## src/sv/wrm_pkg.sv

```systemverilog
// Shared types, codes and character helpers for the word redaction matcher.
// No dependencies; every other file of the block imports this package.
`default_nettype none

package wrm_pkg;

  localparam int BYTE_W  = 8;
  localparam int MODE_W  = 2;
  localparam int SLOT_W  = 3;
  localparam int INDEX_W = 4;

  // Request modes.
  localparam logic [MODE_W-1:0] MODE_LOAD  = 2'd0;
  localparam logic [MODE_W-1:0] MODE_TEXT  = 2'd1;
  localparam logic [MODE_W-1:0] MODE_FLUSH = 2'd2;
  localparam logic [MODE_W-1:0] MODE_NONE  = 2'd3;

  // Redaction register codes.
  localparam logic [1:0] RM_WORDS = 2'd0;
  localparam logic [1:0] RM_ALL   = 2'd1;
  localparam logic [1:0] RM_ALNUM = 2'd2;

  localparam logic [BYTE_W-1:0] MASK_CHAR = 8'd35;

  typedef enum logic [1:0] {
    ST_IDLE,
    ST_FLUSH,
    ST_REBUILD
  } state_t;

  // One position of the text delay line.
  typedef struct packed {
    logic [BYTE_W-1:0] ch;
    logic              valid;
    logic              mark;
  } cell_data_t;

  // Advance command for the per-word prefix trackers.
  typedef struct packed {
    logic              step;
    logic              clear;
    logic              valid;
    logic [BYTE_W-1:0] ch;
  } row_step_t;

  // Pattern character write.
  typedef struct packed {
    logic [INDEX_W-1:0] idx;
    logic [BYTE_W-1:0]  ch;
    logic               last;
  } row_load_t;

  typedef struct packed {
    logic [BYTE_W-1:0] out_byte;
    logic              is_last;
    logic              nothing_held;
  } out_item_t;

  function automatic logic [BYTE_W-1:0] fold_case(input logic [BYTE_W-1:0] c);
    if (c >= 8'h41 && c <= 8'h5a) begin
      return c + 8'h20;
    end
    return c;
  endfunction

  function automatic logic is_alnum(input logic [BYTE_W-1:0] c);
    return (c >= 8'h30 && c <= 8'h39) || (c >= 8'h41 && c <= 8'h5a) ||
           (c >= 8'h61 && c <= 8'h7a);
  endfunction

endpackage

`default_nettype wire

```

## src/sv/wrm_text_cell.sv

```systemverilog
// One position of the text delay line: byte, held flag and redaction mark.
// Depends on wrm_pkg for the cell data type.
`default_nettype none

module wrm_text_cell (
  input  logic                clk,
  input  logic                rst,
  input  logic                shift,
  input  wrm_pkg::cell_data_t d_in,
  input  logic                cover_in,
  output wrm_pkg::cell_data_t q
);
  import wrm_pkg::*;

  logic [BYTE_W-1:0] ch;
  logic              valid;
  logic              mark;

  always_ff @(posedge clk) begin
    if (rst) begin
      valid <= 1'b0;
      mark  <= 1'b0;
    end else if (shift) begin
      valid <= d_in.valid;
      mark  <= d_in.mark | cover_in;
    end
  end

  always_ff @(posedge clk) begin
    if (shift) begin
      ch <= d_in.ch;
    end
  end

  assign q = '{ch: ch, valid: valid, mark: mark};

endmodule

`default_nettype wire

```

## src/sv/wrm_word_row.sv

```systemverilog
// One pattern word: its folded characters, its length and a row of prefix
// flags that track how much of the word ends at the newest text byte.
// Depends on wrm_pkg for the load and step types.
`default_nettype none

module wrm_word_row #(
  parameter int MAX_WORD_LEN = 16
) (
  input  logic                                 clk,
  input  logic                                 rst,
  input  logic                                 load_en,
  input  wrm_pkg::row_load_t                   ld,
  input  wrm_pkg::row_step_t                   st,
  output logic                                 hit,
  output logic [$clog2(MAX_WORD_LEN+1)-1:0]    len
);
  import wrm_pkg::*;

  localparam int LW = $clog2(MAX_WORD_LEN + 1);
  localparam int IW = $clog2(MAX_WORD_LEN);

  logic [BYTE_W-1:0]       pat [MAX_WORD_LEN];
  logic [MAX_WORD_LEN-1:0] part;
  logic [MAX_WORD_LEN-1:0] part_next;
  logic [LW-1:0]           len_q;

  // Flag k is set when the newest k+1 bytes equal the first k+1 characters.
  for (genvar k = 0; k < MAX_WORD_LEN; k++) begin : g_flag
    if (k == 0) begin : g_head
      assign part_next[k] = st.valid && (st.ch == pat[k]);
    end else begin : g_tail
      assign part_next[k] = st.valid && part[k-1] && (st.ch == pat[k]);
    end
  end

  always_ff @(posedge clk) begin
    for (int k = 0; k < MAX_WORD_LEN; k++) begin
      if (load_en && (32'(ld.idx) == k)) begin
        pat[k] <= ld.ch;
      end
    end
  end

  always_ff @(posedge clk) begin
    if (rst) begin
      len_q <= '0;
    end else if (load_en && ld.last) begin
      len_q <= LW'(32'(ld.idx) + 1);
    end
  end

  always_ff @(posedge clk) begin
    if (rst || st.clear) begin
      part <= '0;
    end else if (st.step) begin
      part <= part_next;
    end
  end

  assign hit = st.step && (len_q != '0) && part_next[IW'(len_q - LW'(1))];
  assign len = len_q;

endmodule

`default_nettype wire

```

## src/sv/wrm_out_fifo.sv

```systemverilog
// Two-entry result queue between the matcher and the output channel.
// Depends on wrm_pkg for the result item type.
`default_nettype none

module wrm_out_fifo (
  input  logic               clk,
  input  logic               rst,
  input  logic               push,
  input  wrm_pkg::out_item_t push_item,
  output logic               full,
  output logic               out_valid,
  input  logic               out_stall,
  output wrm_pkg::out_item_t out_item
);
  import wrm_pkg::*;

  out_item_t  mem [2];
  logic       wr_ptr;
  logic       rd_ptr;
  logic [1:0] count;
  logic       pop;

  assign pop       = out_valid && !out_stall;
  assign out_valid = (count != 2'd0);
  assign full      = (count == 2'd2);
  assign out_item  = mem[rd_ptr];

  always_ff @(posedge clk) begin
    if (rst) begin
      wr_ptr <= 1'b0;
      rd_ptr <= 1'b0;
      count  <= 2'd0;
    end else begin
      if (push) begin
        wr_ptr <= ~wr_ptr;
      end
      if (pop) begin
        rd_ptr <= ~rd_ptr;
      end
      count <= count + 2'(push) - 2'(pop);
    end
  end

  always_ff @(posedge clk) begin
    if (push) begin
      mem[wr_ptr] <= push_item;
    end
  end

endmodule

`default_nettype wire

```

## src/sv/word_redaction_matcher_core.sv

```systemverilog
// Streaming word redactor: a text byte request is taken every cycle unless a replay
// is pending or the result queue is full; the byte it pushes out of the MAX_WORD_LEN
// deep delay line goes into the result queue. A flush request walks the line out.
// After a pattern load into a non-empty line, the next text byte waits while
// the line is replayed through the word trackers.
// Synchronous reset empties the line, clears all word lengths and the register.
`default_nettype none

module word_redaction_matcher_core #(
  parameter int MAX_WORDS    = 8,
  parameter int MAX_WORD_LEN = 16
) (
  input  logic                        clk,
  input  logic                        rst,
  input  logic                        cfg_we,
  input  logic [1:0]                  cfg_wdata,
  input  logic                        in_valid,
  output logic                        in_stall,
  input  logic [wrm_pkg::MODE_W-1:0]  mode,
  input  logic [wrm_pkg::BYTE_W-1:0]  data_byte,
  input  logic [wrm_pkg::SLOT_W-1:0]  word_slot,
  input  logic [wrm_pkg::INDEX_W-1:0] char_index,
  input  logic                        word_end,
  output logic                        out_valid,
  input  logic                        out_stall,
  output logic [wrm_pkg::BYTE_W-1:0]  out_byte,
  output logic                        is_last,
  output logic                        nothing_held
);
  import wrm_pkg::*;

  localparam int LW = $clog2(MAX_WORD_LEN + 1);
  localparam int IW = $clog2(MAX_WORD_LEN);

  state_t state;
  state_t state_next;
  logic   [1:0] redact_mode;
  logic   dirty;
  logic   [IW-1:0] cnt;

  cell_data_t cell_q  [MAX_WORD_LEN];
  cell_data_t cell_in [MAX_WORD_LEN];
  cell_data_t head_in;
  cell_data_t top;
  cell_data_t below;
  logic [MAX_WORD_LEN-1:0] cover_bits;
  logic [MAX_WORD_LEN-1:0] cover_raw;
  logic [MAX_WORD_LEN-1:0] valid_vec;

  logic [MAX_WORDS-1:0] hit;
  logic [MAX_WORDS-1:0] load_en;
  logic [LW-1:0]        row_len [MAX_WORDS];
  row_load_t            ld;
  row_step_t            st;

  logic      shift;
  logic      text_step;
  logic      load_go;
  logic      load_in_range;
  logic      dirty_set;
  logic      dirty_clr;
  logic      cnt_clr;
  logic      cnt_inc;
  logic      push;
  logic      hide;
  logic      fifo_full;
  out_item_t push_item;
  out_item_t out_item;

  assign top   = cell_q[MAX_WORD_LEN-1];
  assign below = cell_q[MAX_WORD_LEN-2];

  // ---------------------------------------------------------------- delay line
  for (genvar j = 0; j < MAX_WORD_LEN; j++) begin : g_cell
    if (j == 0) begin : g_head
      assign cell_in[j] = head_in;
    end else begin : g_link
      assign cell_in[j] = cell_q[j-1];
    end
    assign valid_vec[j] = cell_q[j].valid;

    wrm_text_cell u_cell (
      .clk      (clk),
      .rst      (rst),
      .shift    (shift),
      .d_in     (cell_in[j]),
      .cover_in (cover_bits[j]),
      .q        (cell_q[j])
    );
  end

  // ---------------------------------------------------------------- word rows
  assign load_in_range = (32'(word_slot) < MAX_WORDS) && (32'(char_index) < MAX_WORD_LEN);
  assign ld = '{idx: char_index, ch: fold_case(data_byte), last: word_end};

  for (genvar w = 0; w < MAX_WORDS; w++) begin : g_word
    assign load_en[w] = load_go && load_in_range && (32'(word_slot) == w);

    wrm_word_row #(
      .MAX_WORD_LEN (MAX_WORD_LEN)
    ) u_row (
      .clk     (clk),
      .rst     (rst),
      .load_en (load_en[w]),
      .ld      (ld),
      .st      (st),
      .hit     (hit[w]),
      .len     (row_len[w])
    );
  end

  // A matching word covers the newest len positions of the line.
  always_comb begin
    cover_raw = '0;
    for (int j = 0; j < MAX_WORD_LEN; j++) begin
      for (int w = 0; w < MAX_WORDS; w++) begin
        if (hit[w] && (32'(row_len[w]) > j)) begin
          cover_raw[j] = 1'b1;
        end
      end
    end
  end

  assign cover_bits = text_step ? cover_raw : '0;

  // ---------------------------------------------------------------- emitted byte
  always_comb begin
    unique case (redact_mode)
      RM_WORDS: hide = top.mark;
      RM_ALL:   hide = 1'b1;
      RM_ALNUM: hide = top.mark || is_alnum(top.ch);
      default:  hide = top.mark;
    endcase
  end

  // ---------------------------------------------------------------- control
  always_comb begin
    state_next = state;
    unique case (state)
      ST_IDLE: begin
        if (in_valid && (mode == MODE_TEXT) && dirty) begin
          state_next = ST_REBUILD;
        end else if (in_valid && (mode == MODE_FLUSH) && !fifo_full && cell_q[0].valid) begin
          state_next = ST_FLUSH;
        end
      end
      ST_FLUSH: begin
        if (!fifo_full && top.valid && !below.valid) begin
          state_next = ST_IDLE;
        end
      end
      ST_REBUILD: begin
        if (cnt == IW'(MAX_WORD_LEN - 1)) begin
          state_next = ST_IDLE;
        end
      end
      default: state_next = ST_IDLE;
    endcase
  end

  always_comb begin
    in_stall  = 1'b1;
    shift     = 1'b0;
    text_step = 1'b0;
    load_go   = 1'b0;
    dirty_set = 1'b0;
    dirty_clr = 1'b0;
    cnt_clr   = 1'b0;
    cnt_inc   = 1'b0;
    push      = 1'b0;
    head_in   = '{ch: data_byte, valid: 1'b0, mark: 1'b0};
    st        = '{step: 1'b0, clear: 1'b0, valid: 1'b0, ch: fold_case(data_byte)};
    push_item = '{out_byte: (hide ? MASK_CHAR : top.ch), is_last: 1'b0, nothing_held: 1'b0};
    unique case (state)
      ST_IDLE: begin
        unique case (mode)
          MODE_LOAD: begin
            in_stall = 1'b0;
            load_go  = in_valid;
            // Trackers were built against the old pattern; replay before more text.
            dirty_set = in_valid && load_in_range && cell_q[0].valid;
          end
          MODE_TEXT: begin
            in_stall = dirty || fifo_full;
            if (in_valid && !dirty && !fifo_full) begin
              text_step     = 1'b1;
              shift         = 1'b1;
              head_in.valid = 1'b1;
              st.step       = 1'b1;
              st.valid      = 1'b1;
              push          = top.valid;
            end
            if (in_valid && dirty) begin
              st.clear = 1'b1;
              cnt_clr  = 1'b1;
            end
          end
          MODE_FLUSH: begin
            in_stall = fifo_full;
            if (in_valid && !fifo_full) begin
              st.clear = 1'b1;
              if (!cell_q[0].valid) begin
                push      = 1'b1;
                push_item = '{out_byte: '0, is_last: 1'b0, nothing_held: 1'b1};
              end
            end
          end
          MODE_NONE: in_stall = 1'b0;
          default:   in_stall = 1'b0;
        endcase
      end
      ST_FLUSH: begin
        if (!fifo_full) begin
          shift             = 1'b1;
          st.step           = 1'b1;
          push              = top.valid;
          push_item.is_last = !below.valid;
          dirty_clr         = top.valid && !below.valid;
        end
      end
      ST_REBUILD: begin
        // Rotate the line once around, feeding the oldest byte first.
        shift     = 1'b1;
        head_in   = top;
        st.step   = 1'b1;
        st.valid  = top.valid;
        st.ch     = fold_case(top.ch);
        cnt_inc   = 1'b1;
        dirty_clr = (cnt == IW'(MAX_WORD_LEN - 1));
      end
      default: ;
    endcase
  end

  always_ff @(posedge clk) begin
    if (rst) begin
      state       <= ST_IDLE;
      redact_mode <= RM_WORDS;
      dirty       <= 1'b0;
      cnt         <= '0;
    end else begin
      state <= state_next;
      if (cfg_we) begin
        redact_mode <= cfg_wdata;
      end
      if (dirty_clr) begin
        dirty <= 1'b0;
      end else if (dirty_set) begin
        dirty <= 1'b1;
      end
      if (cnt_clr) begin
        cnt <= '0;
      end else if (cnt_inc) begin
        cnt <= cnt + IW'(1);
      end
    end
  end

  // ---------------------------------------------------------------- output queue
  wrm_out_fifo u_fifo (
    .clk       (clk),
    .rst       (rst),
    .push      (push),
    .push_item (push_item),
    .full      (fifo_full),
    .out_valid (out_valid),
    .out_stall (out_stall),
    .out_item  (out_item)
  );

  assign out_byte     = out_item.out_byte;
  assign is_last      = out_item.is_last;
  assign nothing_held = out_item.nothing_held;

`ifndef ASSERT_OFF
  a_no_overflow: assert property (@(posedge clk) disable iff (rst)
    push |-> !fifo_full)
    else $error("result pushed into a full queue");

  a_line_packed: assert property (@(posedge clk) disable iff (rst)
    (state == ST_IDLE) |-> ((valid_vec & (valid_vec + 1'b1)) == '0))
    else $error("held bytes are not packed at the newest end of the line");

  a_empty_clean: assert property (@(posedge clk) disable iff (rst)
    (state == ST_IDLE && !cell_q[0].valid) |-> !dirty)
    else $error("replay pending on an empty line");

  a_text_fresh: assert property (@(posedge clk) disable iff (rst)
    text_step |-> (!dirty && state == ST_IDLE))
    else $error("text byte matched against stale word trackers");
`endif

endmodule

`default_nettype wire
```

## config.mk

```make
export PLATFORM = sky130hd
export DESIGN_NAME = word_redaction_matcher_core
export DESIGN_NICKNAME = d
export VERILOG_FILES = /design/src/sv/wrm_pkg.sv /design/src/sv/wrm_text_cell.sv /design/src/sv/wrm_word_row.sv /design/src/sv/wrm_out_fifo.sv /design/src/sv/word_redaction_matcher_core.sv
export SDC_FILE = /design/constraint.sdc
export NUM_CORES = 2
export LEC_CHECK = 0
export CORE_MARGIN = 4
export CORE_UTILIZATION = 60
export DETAILED_ROUTE_END_ITERATION = 10
export DONT_BUFFER_PORTS = 1
export PLACE_DENSITY_LB_ADDON = 0.3
export SYNTH_ARGS = -nofsm -noshare
export SYNTH_HDL_FRONTEND = slang
export SYNTH_SLANG_ARGS = --single-unit
```

## constraint.sdc

```tcl
create_clock -name clk -period 16.5 [get_ports clk]
set_input_delay 0.825 -clock clk [delete_from_list [all_inputs] [get_ports clk]]
set_output_delay 0.825 -clock clk [all_outputs]
set_load 0.02 [all_outputs]
```

* After elaboration in Yosys (flattened, before gate mapping)
Memory sizes are Yosys's and may differ from the RTL's. A register that Yosys moved wholly into a read port is not among the register bits.
Index checks and enable logic that the tools add are counted.
** Operators by class
- Mux-type cells :: 816
- Add/subtract/negate cells :: 14
- Reduce and logical (&&, ||, !) cells :: 700
- Magnitude comparators :: 144
- Bitwise gates (word level) :: 18
- Equality and inequality tests :: 162
** Operator list (count)
- 8-bit == test :: 128
- 8-bit two-way mux :: 128
- 8-bit OR reduction :: 120
- 1-bit logical AND :: 554
- 1-bit two-way mux :: 542
- 4-bit two-way mux :: 120
- 5-bit by 4-bit greater-than comparator with 1-bit output (second input constant) :: 64
- 5-bit by 3-bit greater-than comparator with 1-bit output (second input constant) :: 32
- 5-bit by 1-bit greater-than comparator with 1-bit output (second input constant) :: 16
- 5-bit by 2-bit greater-than comparator with 1-bit output (second input constant) :: 16
- 4-bit by 5-bit less-than comparator with 1-bit output (second input constant) :: 8
- 5-bit nonzero test :: 8
- 4-bit == test (second input constant) :: 9
- 1-bit binary-select mux with 4-bit select :: 8
- 4-bit by 1-bit subtractor with 4-bit output (second input constant) :: 8
- 10-bit two-way mux :: 3
- 8-bit by 7-bit greater-or-equal comparator with 1-bit output (second input constant) :: 3
- 8-bit by 7-bit less-or-equal comparator with 1-bit output (second input constant) :: 3
- 8-bit by 6-bit adder with 8-bit output (second input constant) :: 2
- 4-bit by 3-bit == test with 1-bit output (second input constant) :: 4
- 16-bit two-way mux :: 1
- 1-bit bitwise OR :: 16
- 1-bit case mux with 2 select lines :: 7
- 3-bit == test (second input constant) :: 4
- 26 further kinds :: 50
** Storage, ports and cells
- Bits in registers :: 333
- Memories :: 9
- RAM bits :: 1044
** Memory list
- g_word[0].u_row.pat :: depth 16, width 8, read ports 16, clocked after Yosys merged registers in 0, wr ports 1, line wrm_word_row.sv:22 : logic [BYTE_W-1:0] pat [MAX_WORD_LEN];
- g_word[1].u_row.pat :: depth 16, width 8, read ports 16, clocked after Yosys merged registers in 0, wr ports 1, line wrm_word_row.sv:22
- g_word[2].u_row.pat :: depth 16, width 8, read ports 16, clocked after Yosys merged registers in 0, wr ports 1, line wrm_word_row.sv:22
- g_word[3].u_row.pat :: depth 16, width 8, read ports 16, clocked after Yosys merged registers in 0, wr ports 1, line wrm_word_row.sv:22
- g_word[4].u_row.pat :: depth 16, width 8, read ports 16, clocked after Yosys merged registers in 0, wr ports 1, line wrm_word_row.sv:22
- g_word[5].u_row.pat :: depth 16, width 8, read ports 16, clocked after Yosys merged registers in 0, wr ports 1, line wrm_word_row.sv:22
- 3 more memories

* Logic depth before layout (Yosys ltp)
- Depth after elaboration :: 23
- Gate-level depth with buffers :: 21
- Gate-level depth less buffers :: 15

* Hierarchy
Synthesis repeated with hierarchy kept, for this count alone.
** Unflattened totals
- Cell total of the unflattened synthesis :: 4628
- Area, all modules :: 61562.8 µm²
** Modules (own cells, without submodules)
- wrm_word_row (g_word[0].u_row ...) :: cells each 484, seq. area each 4244.1 µm², times used 5, area an instance 6600.1 µm²
- wrm_word_row (g_word[5].u_row ...) :: cells each 485, seq. area each 4244.1 µm², times used 3, area an instance 6540.0 µm²
- wrm_text_cell :: cells each 17, seq. area each 280.3 µm², times used 16, area an instance 324.1 µm²
- word_redaction_matcher_core :: cells each 427, seq. area each 180.2 µm², times used 1, area an instance 2793.9 µm²
- wrm_out_fifo :: cells each 54, seq. area each 700.7 µm², times used 1, area an instance 963.4 µm²

* Least setup slack after synthesis
No wires, ideal clock.
- Path type :: input port to flip-flop
- Start point :: in data_byte[4] (netlist bit)
- End point :: mem g_word[0].u_row.pat[1][6], in the netlist g_word[0].u_row.pat[0][14] (data pin)
- Arrival time :: 6770 ps
- Path slack :: 8486 ps
- Buffers on the path :: 0
- Cell stages on the path :: 3
- Cell sequence :: or4_1 o221a_2 a21boi_0
** RTL lines
- from (decl) :: line word_redaction_matcher_core.sv:20 : input logic [wrm_pkg::BYTE_W-1:0] data_byte,
- to (decl) :: line wrm_word_row.sv:22

* Worst setup path in the final report
- Start point :: reg state[0]
- End point :: reg g_cell[8].u_cell.mark
** Between the ends
- Longest elaborated chain between the ends :: 18
- Elaborated cells on any way between the ends :: 433
- Classes of those cells :: eq/ne (130); mux (29); bitwise (1); reduce/logical (273)
** RTL lines
- from (decl) :: line word_redaction_matcher_core.sv:35 : state_t state;
- from (signal assigned) :: line word_redaction_matcher_core.sv:242 : state <= state_next;
- 2-bit == test / 2-bit zero test (equally long branches) :: line word_redaction_matcher_core.sv:174 : unique case (state)
- 8-bit two-way mux / 1-bit case mux with 2 select lines (equally long branches) :: line word_redaction_matcher_core.sv:174
- 8-bit == test (tied with other cells) :: line wrm_word_row.sv:30 : assign part_next[k] = st.valid && (st.ch == pat[k]);
- 1-bit logical AND (on tied branches) :: line wrm_word_row.sv:30, wrm_word_row.sv:32
- 1-bit binary-select mux with 4-bit select :: line wrm_word_row.sv:60 : assign hit = st.step && (len_q != '0) && part_next[IW'(len_q - LW'(1))];
- 1-bit two-way mux (not written as such) :: line wrm_word_row.sv:60
- 1-bit logical AND :: line wrm_word_row.sv:60
- 1-bit logical AND :: line word_redaction_matcher_core.sv:117 : if (hit[w] && (32'(row_len[w]) > j)) begin
- 1-bit two-way mux (8 in series) :: line word_redaction_matcher_core.sv:117
- 16-bit two-way mux :: line word_redaction_matcher_core.sv:124 : assign cover_bits = text_step ? cover_raw : '0;
- 1-bit bitwise OR :: line wrm_text_cell.sv:25 : mark <= d_in.mark | cover_in;
- to (signal assigned) :: line wrm_text_cell.sv:25
- to (decl) :: line wrm_text_cell.sv:17 : logic mark;
Several ways; a longest one is shown, not always the timed one. The select of a mux whose other input is x is not followed.
A chain may end at the register's enable or synchronous reset.

==> summary.md <==
| Metric | Value |
|---|---|
| Synthesized area | 62,000 sq um |
| Pin count of the biggest net entering global routing | 133 |
| Cell Rows | 117 |
| Main synth FF type | edfxtp_1 |
| Hold-fix buffers, CTS | 0 |
| Grt ovf | 0 |
| Peak supply drop | 0.0916 mV |
| Num Clock Sinks | 1,378 |
| Crit-path leading delay family | buffers and inverters |
| Mean Syn Cell Area | 12.7 sq um |
| Port Buffers | 0 |
| Worst-path cell chain | inv_1, ha_1, buf_4, mux2i_4, buf_4, clkinv_2, buf_4, xnor2_1, nand4_1, nor4b_1, a211oi_1, a211oi_1, a221oi_1, a311oi_4, o21ai_0, nor4b_1, a31oi_1 |
| FF+latch count, synth | 1,378 |
| Via Count | 41,000 |
| Initial Util | 60.7% |
| Crit-path most repeated cell | buf_4 |
| Post-layout instance area | 67,600 sq um |
| Crit Path Max Fanout | 32 |
| Cell total after placement | 6,031 |
| CTS H-tree depth | 4 |
| Post-CTS Resized | 0 |
| Number of synthesized flops with an enable pin | 1,172 |
| WP buf/inv | 5 |
| Data required time of the worst path | 17.19 ns |
| TritonCTS clock tree | built |
| Detailed-route DRC error count | 0 |
| WP data arrival | 7.12 ns |
| Unrepaired setup endpoints after global routing | false |
| Max Clock Freq | 0.156 GHz |
| CP Launch Type | flop |
| Fin util | 66.1% |
| Max Root-Sink Buffers | 3 |
| Yosys warnings | 0 |
| Async SR Flop Fraction | 0% |
| Pwr Total | 7.37 mW |
| Post-DP Area | 63,100 sq um |
| Leading area contributor after synthesis | edfxtp_1 |
| Initial antenna violation count | 6 |
| Status | completed |
| Hold Slack | 0.143 ns |
| Slowest cell delay on critical path | 0.89 ns |
| Vias in the first global route | 39,900 |
| CP Capture Type | flop |
| DRT iter0 DRCs | 4,871 |
| Synth cell types | 97 |
| Max-slew violation count | 0 |
| Pwr dens | 109 nW/um^2 |
| Rel. slew slack | 15.6% |
| Worst min-delay path class | primary input to flop |
| Kind of critical path | flop to flop |
| Post-CTS Setup Bufs | 0 |
| Max cap viols | 0 |
| Antenna-violating nets left | 0 |
| RD Place Congestion | 0.979 |
| Chip Height | 329 um |
| Final hold vios | 0 |
| Clock Latency Late Sink | 0.76 ns |
| Worst Max-Slew Pin Slew | 1.26 ns |
| CP max-delay cell | a311oi_4 |
| DR pass1 iterations | 6 |
| Clock period minus worst slack | 6.43 ns |
| Via/cell ratio | 6.50 |
| Clock-pin slew on the worst setup and hold paths | 0.06 ns |
| Horiz. Die Dim | 329 um |
| Lkg Pwr | 20.5 nW |
| Final wirelength | 171,000 um |
| Worst Skew | 0.0301 ns |
| Final setup fails | 0 |
| P&R area growth vs syn | 9.00% |
| Core area | 102,000 sq um |
| Num CTS Buffers | 141 |
| I/O pin count | 37 |
| Nets | 4,883 |
| Post-DP HPWL | 96,100 um |
| Total track usage | 31.5% |
| Syn_nets | 4,962 |
| Fin Setup TNS | 0 ns |
| Synth top area share | 56.8% |
| Post-place setup slack | 10.22 ns |
| Wire length per cell | 27.2 um |
| Wire length of the first global-routing pass | 254,000 um |
| Seq/Total Area, Yosys | 63.4% |
| Worst setup margin | 10.07 ns |
| Layout cell share with drive strength beyond 1 | 7.19% |
| Clk root buf | clkbuf_16 |
| R2R Setup Slk | 10.07 ns |
| Die ar. | 108,000 sq um |
| Period utilisation layout | 39.0% |
| Top cells by area, synth | edfxtp_1, xnor2_1, dfxtp_1 |
| Cell count after synthesis | 4,885 |
| Post-Layout Cell Count | 6,299 |
[flip-flops by register name (all words and copies together), names as in the netlist, named ones only]
| register | count |
|---|---|
| g_cell.u_cell.ch | 128 |
| g_word.u_row.pat | 1024 |
| redact_mode | 2 |
| cnt | 4 |
| state | 2 |
| g_cell.u_cell.mark | 16 |
| u_fifo.mem | 20 |
| g_word.u_row.len | 40 |
| u_fifo.wr_ptr | 1 |
| u_fifo.rd_ptr | 1 |
| g_word.u_row.part | 120 |
| dirty | 1 |
| g_cell.u_cell.valid | 16 |
| u_fifo.count | 2 |
[cells in the final DEF (no fill, tap or decap), drive strengths merged, types with 68 or more instances in the layout]
cell type / instances
nor4: 191
xnor2: 804
nor3: 77
nor2: 364
buf: 68
a21oi: 206
dfxtp: 206
o21ai: 163
edfxtp: 1172
nand4: 152
nand2: 342
clkbuf: 197
nand3: 101
xor2: 127
[per-layer routing]
layer | part of all wire, % | up-vias | track usage (%)
met4 | 4.5 | 8 | 13.8
li1 | - | 17800 | -
met5 | 0.034 | - | 0
met1 | 39 | 20300 | 42.8
met2 | 45 | 2369 | 49.2
met3 | 11 | 474 | 6.98
[cells in the mapped netlist (67+ instances only)]
| cell type | number |
|---|---|
| a21oi_1 | 204 |
| buf_2 | 67 |
| clkbuf_1 | 162 |
| dfxtp_1 | 206 |
| edfxtp_1 | 1172 |
| nand2_1 | 342 |
| nand3_1 | 101 |
| nand4_1 | 152 |
| nor2_1 | 362 |
| nor3_1 | 76 |
| nor4_1 | 190 |
| o21ai_0 | 157 |
| xnor2_1 | 804 |
| xor2_1 | 127 |
[where the power goes]
part | total [mW] | switching (mW) | internal, mW
sequential | 3.82 | 0.0155 | 3.81
clock | 3.10 | 1.35 | 1.75
combinational | 0.444 | 0.315 | 0.130
total | 7.37 | 1.68 | 5.69
[area by class of cell]
cell class	count	area, sq um
Clock inverter	66	562
Tap cell	1368	1710
Inverter	54	211
Multi-Input combinational cell	3163	21200
Clock buffer	197	3920
Sequential cell	1378	39300
Timing Repair Buffer	68	586
Fill cell	7318	34600
Antenna cell	5	12.5
[cell families (layout without fill, tap and decap cells)]
kind of cell	count (synthesis)	count (layout)	share of synthesized area, %
AND/OR/NAND/NOR	1462	1462	11.9
XOR/XNOR	931	931	13.2
adder cells (fa/ha/maj)	52	52	1.05
buffers and inverters	344	385	2.60
multiplexers	47	47	0.810
AO/OA/AOI/OAI	671	671	7.07
other	0	5	0
flip-flops	1378	1378	63.4
[final timing paths]
kind                     startpoint                     end  cells after the start
max                        state[0]   g_cell[8].u_cell.mark                     17
min                             rst          redact_mode[1]                      1
max reg2reg                state[0]   g_cell[8].u_cell.mark                     17
min reg2reg  g_cell[2].u_cell.ch[1]  g_cell[3].u_cell.ch[1]                      0
No activity file was read; power rests on OpenSTA's default activity.
